[src/rtl/core/urfc_pkg.sv]
// types and constants for the uart receive fifo with flow control
package urfc_pkg;

	typedef enum logic [1:0] {
		KIND_NONE      = 2'd0,
		KIND_DATA      = 2'd1,
		KIND_BREAK     = 2'd2,
		KIND_BREAK_IGN = 2'd3
	} out_kind_t;

	typedef enum logic [2:0] {
		REG_XON_ENABLE      = 3'd0,
		REG_ANY_RESUME      = 3'd1,
		REG_IGNORE_BREAK    = 3'd2,
		REG_BREAK_INTERRUPT = 3'd3,
		REG_STRIP_HIGH_BIT  = 3'd4,
		REG_NO_FLUSH        = 3'd5,
		REG_START_CHAR      = 3'd6,
		REG_STOP_CHAR       = 3'd7
	} cfg_reg_t;

	localparam int unsigned WORD_W     = 9;
	localparam int unsigned CHAR_W     = 8;
	localparam int unsigned IN_TDATA_W = 16;
	localparam int unsigned OUT_DATA_W = 24;

	localparam logic [CHAR_W-1:0] START_CHAR_RST = 8'h11;
	localparam logic [CHAR_W-1:0] STOP_CHAR_RST  = 8'h13;
	localparam logic [CHAR_W-1:0] SEVEN_BIT_MASK = 8'h7f;

	typedef struct packed {
		logic [CHAR_W-1:0] fill_level;
		logic              peer_xoff;
		logic              rts_off;
		logic              rx_dropped;
		logic              want_flush;
		logic              want_sigint;
		logic [CHAR_W-1:0] out_byte;
	} result_t;

endpackage

[src/rtl/core/uart_rx_flow_control_fifo.sv]
// uart receive fifo with xon/xoff and rts flow control
//
// usage:
//   s_tuser selects the request: 0 pushes the line word in s_tdata (data in
//   bits 7..0, stop bit in bit 8), 1 pops the oldest stored word. every
//   accepted beat yields exactly one result beat on the master side, with the
//   result kind in m_tuser and the popped byte, break requests, drop flag,
//   rts state, peer xoff flag and fill level in m_tdata.
//   the result of an accepted beat is registered and presented from the edge
//   that accepts it. one beat is accepted per cycle unless the output stalls;
//   the head word of the fifo is kept in a register that the storage array
//   refills on every edge, so back-to-back pops run at full rate.
//   the configuration port writes one register per cycle with cfg_we high.
//   the user must use it only while no beat is in flight; the block does not enforce this.
//   reset clears the pointers and fill count, enables receive, turns rts on
//   and loads the default start and stop characters. the storage array is
//   not cleared and needs no clearing pass.
//   while the result register is full and m_tready is low, s_tready is low
//   and the block holds its state.
module uart_rx_flow_control_fifo #(
	parameter int DEPTH      = 256,
	parameter int LOW_WATER  = 32,
	parameter int HIGH_WATER = 64
) (
	input  logic                                clk,
	input  logic                                arst_n,
	input  logic                                cfg_we,
	input  logic [2:0]                          cfg_addr,
	input  logic [7:0]                          cfg_data,
	input  logic                                s_tvalid,
	output logic                                s_tready,
	input  logic [urfc_pkg::IN_TDATA_W-1:0]     s_tdata,   // [8:0] rx_word
	input  logic                                s_tuser,   // [0] req_type
	output logic                                m_tvalid,
	input  logic                                m_tready,
	output logic [urfc_pkg::OUT_DATA_W-1:0]     m_tdata,   // [7:0] out_byte, [8] want_sigint,
	                                                       // [9] want_flush, [10] rx_dropped,
	                                                       // [11] rts_off, [12] peer_xoff,
	                                                       // [20:13] fill_level
	output logic [1:0]                          m_tuser    // [1:0] out_kind
);
	import urfc_pkg::*;

	localparam int AW          = $clog2(DEPTH);
	localparam int FW          = (AW > 8) ? AW : 8;
	localparam bit RTS_ALWAYS  = (DEPTH - LOW_WATER) < 0;
	localparam int RTS_LVL     = RTS_ALWAYS ? 0 : (DEPTH - LOW_WATER);
	localparam bit RLS_NEVER   = (DEPTH - HIGH_WATER) <= 0;
	localparam int RLS_LVL     = RLS_NEVER ? 0 : (DEPTH - HIGH_WATER);

	logic [WORD_W-1:0] mem [DEPTH];

	logic              xon_enable_q, any_resume_q, ignore_break_q;
	logic              break_interrupt_q, strip_high_bit_q, no_flush_q;
	logic [CHAR_W-1:0] start_char_q, stop_char_q;

	logic [AW-1:0]     wp_q, rp_q, count_q;
	logic              xoff_q, rx_en_q, rts_q;
	logic [WORD_W-1:0] head_q;

	logic              out_valid_q;
	result_t           out_res_q;
	out_kind_t         out_kind_q;

	logic              take;
	logic              is_pop;
	logic [WORD_W-1:0] word;
	logic              store, pop_go;
	logic [AW-1:0]     wp_inc, rp_inc, rd_addr;
	logic [AW-1:0]     count_nxt;
	logic              xoff_nxt, rx_en_nxt, rts_nxt, dropped;
	out_kind_t         kind;
	logic [CHAR_W-1:0] byte_val;
	logic              sigint, flush;
	logic [FW-1:0]     fill_ext;
	result_t           res;

	assign s_tready = !out_valid_q || m_tready;
	assign take     = s_tvalid && s_tready;
	assign is_pop   = s_tuser;
	assign word     = s_tdata[WORD_W-1:0];

	assign wp_inc = (wp_q == AW'(DEPTH - 1)) ? '0 : wp_q + 1'b1;
	assign rp_inc = (rp_q == AW'(DEPTH - 1)) ? '0 : rp_q + 1'b1;

	always_comb begin
		store     = 1'b0;
		pop_go    = 1'b0;
		count_nxt = count_q;
		xoff_nxt  = xoff_q;
		rx_en_nxt = rx_en_q;
		rts_nxt   = rts_q;
		dropped   = 1'b0;
		kind      = KIND_NONE;
		byte_val  = '0;
		sigint    = 1'b0;
		flush     = 1'b0;
		if (take && !is_pop) begin
			if (!rx_en_q) begin
				dropped = 1'b1;
			end else if (xon_enable_q && word == {1'b1, start_char_q}) begin
				xoff_nxt = 1'b0;
			end else if (xon_enable_q && word == {1'b1, stop_char_q}) begin
				xoff_nxt = 1'b1;
			end else begin
				if (xon_enable_q && any_resume_q)
					xoff_nxt = 1'b0;
				if (count_q == AW'(DEPTH - 1)) begin
					rx_en_nxt = 1'b0;
					dropped   = 1'b1;
				end else begin
					if (RTS_ALWAYS || ({1'b0, count_q} > (AW+1)'(RTS_LVL)))
						rts_nxt = 1'b1;
					store     = 1'b1;
					count_nxt = count_q + 1'b1;
				end
			end
		end else if (take && is_pop && count_q != '0) begin
			pop_go    = 1'b1;
			count_nxt = count_q - 1'b1;
			if (head_q == '0 && ignore_break_q) begin
				kind = KIND_BREAK_IGN;
			end else begin
				if (head_q == '0) begin
					kind   = KIND_BREAK;
					flush  = !no_flush_q;
					sigint = break_interrupt_q;
				end else begin
					kind     = KIND_DATA;
					byte_val = head_q[CHAR_W-1:0];
					if (strip_high_bit_q)
						byte_val = byte_val & SEVEN_BIT_MASK;
				end
				rx_en_nxt = 1'b1;
				if (!RLS_NEVER && ({1'b0, count_nxt} < (AW+1)'(RLS_LVL)))
					rts_nxt = 1'b0;
			end
		end
	end

	assign rd_addr  = pop_go ? rp_inc : rp_q;
	assign fill_ext = FW'(count_nxt);

	always_comb begin
		res.fill_level  = fill_ext[7:0];
		res.peer_xoff   = xoff_nxt;
		res.rts_off     = rts_nxt;
		res.rx_dropped  = dropped;
		res.want_flush  = flush;
		res.want_sigint = sigint;
		res.out_byte    = byte_val;
	end

	// storage array and head word register
	always_ff @(posedge clk) begin
		if (store)
			mem[wp_q] <= word;
		if (store && wp_q == rd_addr)
			head_q <= word;
		else
			head_q <= mem[rd_addr];
	end

	always_ff @(posedge clk or negedge arst_n) begin
		if (!arst_n) begin
			xon_enable_q      <= 1'b0;
			any_resume_q      <= 1'b0;
			ignore_break_q    <= 1'b0;
			break_interrupt_q <= 1'b0;
			strip_high_bit_q  <= 1'b0;
			no_flush_q        <= 1'b0;
			start_char_q      <= START_CHAR_RST;
			stop_char_q       <= STOP_CHAR_RST;
		end else if (cfg_we) begin
			unique case (cfg_reg_t'(cfg_addr))
				REG_XON_ENABLE:      xon_enable_q      <= cfg_data[0];
				REG_ANY_RESUME:      any_resume_q      <= cfg_data[0];
				REG_IGNORE_BREAK:    ignore_break_q    <= cfg_data[0];
				REG_BREAK_INTERRUPT: break_interrupt_q <= cfg_data[0];
				REG_STRIP_HIGH_BIT:  strip_high_bit_q  <= cfg_data[0];
				REG_NO_FLUSH:        no_flush_q        <= cfg_data[0];
				REG_START_CHAR:      start_char_q      <= cfg_data;
				REG_STOP_CHAR:       stop_char_q       <= cfg_data;
				default: ;
			endcase
		end
	end

	always_ff @(posedge clk or negedge arst_n) begin
		if (!arst_n) begin
			wp_q    <= '0;
			rp_q    <= '0;
			count_q <= '0;
			xoff_q  <= 1'b0;
			rx_en_q <= 1'b1;
			rts_q   <= 1'b0;
		end else if (take) begin
			if (store)
				wp_q <= wp_inc;
			if (pop_go)
				rp_q <= rp_inc;
			count_q <= count_nxt;
			xoff_q  <= xoff_nxt;
			rx_en_q <= rx_en_nxt;
			rts_q   <= rts_nxt;
		end
	end

	// result register
	always_ff @(posedge clk or negedge arst_n) begin
		if (!arst_n)
			out_valid_q <= 1'b0;
		else if (s_tready)
			out_valid_q <= s_tvalid;
	end

	always_ff @(posedge clk) begin
		if (take) begin
			out_res_q  <= res;
			out_kind_q <= kind;
		end
	end

	assign m_tvalid = out_valid_q;
	assign m_tdata  = {3'b000, out_res_q};
	assign m_tuser  = out_kind_q;

	// checks
	logic [AW:0] ptr_sum;
	logic [AW-1:0] wp_chk;
	assign ptr_sum = {1'b0, rp_q} + {1'b0, count_q};
	assign wp_chk  = (ptr_sum >= (AW+1)'(DEPTH)) ? AW'(ptr_sum - (AW+1)'(DEPTH))
	                                             : ptr_sum[AW-1:0];

	a_count_bound: assert property (@(posedge clk) disable iff (!arst_n)
		count_q <= AW'(DEPTH - 1))
		else $error("fill count above capacity");

	a_ptr_track: assert property (@(posedge clk) disable iff (!arst_n)
		wp_q == wp_chk)
		else $error("write pointer out of step with read pointer and count");

	a_drop_keeps: assert property (@(posedge clk) disable iff (!arst_n)
		take && !is_pop && dropped |=> $stable(count_q) && !rx_en_q)
		else $error("dropped word changed fill or left receive enabled");

	a_pop_empty: assert property (@(posedge clk) disable iff (!arst_n)
		take && is_pop && count_q == '0 |=> m_tuser == KIND_NONE && $stable(rp_q))
		else $error("pop from empty fifo returned a word");

endmodule
[config.mk]
export PLATFORM = sky130hd
export DESIGN_NAME = uart_rx_flow_control_fifo
export DESIGN_NICKNAME = d
export VERILOG_FILES = /design/src/rtl/core/urfc_pkg.sv /design/src/rtl/core/uart_rx_flow_control_fifo.sv
export SDC_FILE = /design/constraint.sdc
export NUM_CORES = 2
export LEC_CHECK = 0
export BUFFER_PORTS_ARGS = -buffer_cell sky130_fd_sc_hd__buf_2
export CORE_ASPECT_RATIO = 0.9
export CORE_UTILIZATION = 50
export DETAILED_ROUTE_END_ITERATION = 12
export HOLD_SLACK_MARGIN = 0.08
export PLACE_DENSITY = 0.65
export SYNTH_ARGS = -nofsm -noshare
export SYNTH_HDL_FRONTEND = slang
export SYNTH_SLANG_ARGS = --single-unit
[constraint.sdc]
create_clock -name clk -period 3.8 [get_ports clk]
set_input_delay 0.38 -clock clk [delete_from_list [all_inputs] [get_ports clk]]
set_output_delay 0.38 -clock clk [all_outputs]
set_load 0.02 [all_outputs]
==> metrics <==
status finished, violations left; failing checks negative setup slack; number of global-route vias before repair 50117; Max transition margin 0.0214; count of pins over their slew limit 0; number of port buffers 50; Hold Crit Start m_tready; first-pass GRT wire length 386 mm; Via density 6.36; global route overflow 0; fin crit period 3820 ps; sequential power share 0.404; Final Skew 47.3 ps; DRT Pass-1 Iters 8; final net count 5558; Synth area leaders edfxtp_1, mux4_2, mux2i_1; Finished Layout Cells 8144; WL final 277 mm; largest net degree at the start of global routing 166; post-route clock period utilization 1.01; Initial Util 0.503; synthesis-to-layout area growth 18.9%; Post-synth ARST share 0.0210; Reg2Reg Setup Slack -20 ps; max-cap violation count 0; Pint 50.8 mW; Syn. warnings 0; CP peak stage delay 520 ps; Die Ht 412 µm; clk_lat worst skew 890 ps; Pwr per Cell Area 655 nW/µm²; clk buf depth 3; RR Endpoint rx_en_q$_DFFE_PN1P_; CTS tree yes; leakage 36.8 nW; Residual DRC 0; pre-CTS WS -466 ps; switching pwr 22.0 mW; RSZ-0062 raised after global routing yes; Iteration-0 DRC Markers 7382; Critical Path Fanout Max 21; post-route setup slack -22.5 ps; row count 150; CTS clk-pin slew, worst paths 60 ps; Yosys top cell by area edfxtp_1; initial antenna violation count 18; syn_area_per_cell 20.3 µm²; Seq/Total Area, Yosys 0.762; Tightest Pin Transition 1460 ps; top_reg_cell synth edfxtp_1; Hold Path Stages 6; post-synthesis register bit count 2385; combinational share of power 0.283; most common cell after layout, fill and taps aside edfxtp_1; hold path endpoint rx_en_q$_DFFE_PN1P_; Worst path most repeated cell buf_6; Yosys top cell area share 0.747; CP Launch Type flip-flop; total die area 189000 µm²; die width 458 µm; Post-synth EDFFs 2327; switching part of the total 0.303; CTS Sinks 2385; kind of critical path flip-flop to flip-flop; Worst Setup End Kind flip-flop; core area 186000 µm²; Hold Fails Final Rpt 0; Ports 61; post-synth cell types 77; worst r2r path cells 14; Syn Std Cell Area 93500 µm²; max frequency 0.262 GHz; Final Wtd Congestion 0.944; maximum VDD drop 0.512 mV; via count 51802; H-tree levels 4; Final Setup Violations 1; overall global routing resource usage 0.294; most frequent cells in the layout edfxtp_1, buf_4, mux4_2, nor2_1, clkbuf_16; layout cell share with drive strength beyond 1 0.331; root buffer cell clkbuf_16; CP Data Arrival Time 4610 ps; CTS buffer count 228; Clk pwr share 0.313; Critical Path, Cell by Cell buf_6 > clkbuf_16 > buf_4 > buf_12 > or2_2 > buf_6 > o22ai_1 > nor3_1 > or4_4 > a21boi_2 > o211ai_1 > a211oi_4 > nand4_4 > o41a_1; Worst path slowest cell or4_4; Final ANT Viol Nets 0; min-delay worst type input port to flip-flop; Syn Inst Count 4605; Avg WL per Cell 34.0 µm; DP HPWL 183 mm; Placed Cells 7633; Req. time, crit path 4580 ps
==> Yosys cell counts (16+ instances only) <==
cell      count
a31oi_1      16
o22ai_1      38
o21ai_0      66
nand4_1      18
buf_2        82
nor2_1      320
nor2b_1      29
a22oi_1      91
a211oi_1     18
mux4_2      510
xnor2_1      19
mux2i_1     222
nor3_1       30
nand3_1      55
dfrtp_1      44
o221ai_1     19
buf_6        37
edfxtp_1   2327
a21oi_1      70
buf_4        29
clkbuf_1     99
a221oi_1     20
nand2_1     159
mux2_2       43
nand2b_1     16
==> timing repair <==
item / in CTS / in global routing
hold endpoints to repair: 98 / 0
buffers inserted: 10 / 47
setup endpoints to repair: 7 / 13
cloned: 2 / 4
pin swaps: 2 / 20
hold buffers: 26 / 0
resized for setup: 45 / 54
==> worst max-delay path: cells and delay by family, from the launching register on <==
kind / cells / cell delay (ps)
AND/OR/NAND/NOR: 4 / 1280
flip-flops: 1 / 390
buffers and inverters: 5 / 880
AO/OA/AOI/OAI: 5 / 1150
==> per-layer routing <==
layer,share of wire,track usage,up-vias
li1,-,-,20844
met1,0.39,0.420,27148
met2,0.44,0.424,3238
met3,0.12,0.0893,556
met4,0.043,0.116,16
met5,0.00053,0,-
==> flip-flops by register name, indices dropped and copies added (netlist names), 2 cells and up, named ones only <==
signal	count
m_tdata	21
rp_q	8
count_q	8
wp_q	8
stop_char_q	8
mem	2304
start_char_q	8
m_tuser	2
==> power groups by stage <==
stage	clock (mW)	combinational, mW	sequential, mW
after detailed placement	0	19.2	30.0
after CTS	23.1	19.7	29.5
final	22.8	20.6	29.4
after global routing	24.0	21.1	29.5
after global placement	0	19.1	30.0
after floorplan	0	9.83	29.8
==> stage by stage <==
step / hold WS [ps] / area [µm²] / total power [mW] / setup TNS, ps / utilization
5_1_grt: 252 / 111000 / 74.6 / -232 / 0.598
6_report: 233 / 111000 / 72.8 / -22.5 / 0.598
3_3_place_gp: 415 / 102000 / 49.2 / -2760 / 0.551
3_5_place_dp: 421 / 102000 / 49.3 / -3460 / 0.551
2_1_floorplan: 84.4 / 93500 / 39.7 / 0 / -
4_1_cts: 167 / 110000 / 72.2 / -173 / 0.595
==> kinds of logic (layout without fill, tap and decap cells) <==
group,Yosys count,count (layout),synth area share
DFF,2385,2385,0.762
muxes,775,775,0.152
and+or+nand+nor,697,697,0.0333
AOI/OAI and AO/OA,426,426,0.0314
buffers and inverters,282,1384,0.0171
xor gates and xnor gates,31,31,0.00290
adders and majority gates,8,8,0.00107
other,1,6,0.0000401
==> worst max-delay path by stage <==
stage,to,from,depth (start not counted)
after floorplan,mem[224][0]$_DFFE_PP_,m_tvalid$_DFFE_PN0N_,10
after global placement,rts_q$_DFFE_PN0P_,flip-flop,14
after detailed placement,m_tuser[1]$_SDFFCE_PP0P_,flip-flop,14
after CTS,m_tuser[1]$_SDFFCE_PP0P_,flip-flop,13
after global routing,rx_en_q$_DFFE_PN1P_,flip-flop,13
final,rx_en_q$_DFFE_PN1P_,flip-flop,14
==> layout make-up <==
cell class / instances / area (µm²)
antenna: 3 / 7.51
clock buffer: 284 / 5960
clock inverter: 138 / 1530
fill: 13318 / 74700
inverter: 16 / 63.8
multi-input combinational: 1940 / 21000
sequential: 2385 / 71300
tap: 2432 / 3040
timing repair buffer: 946 / 8270
Note: power is estimated with default switching activity, not from simulation.
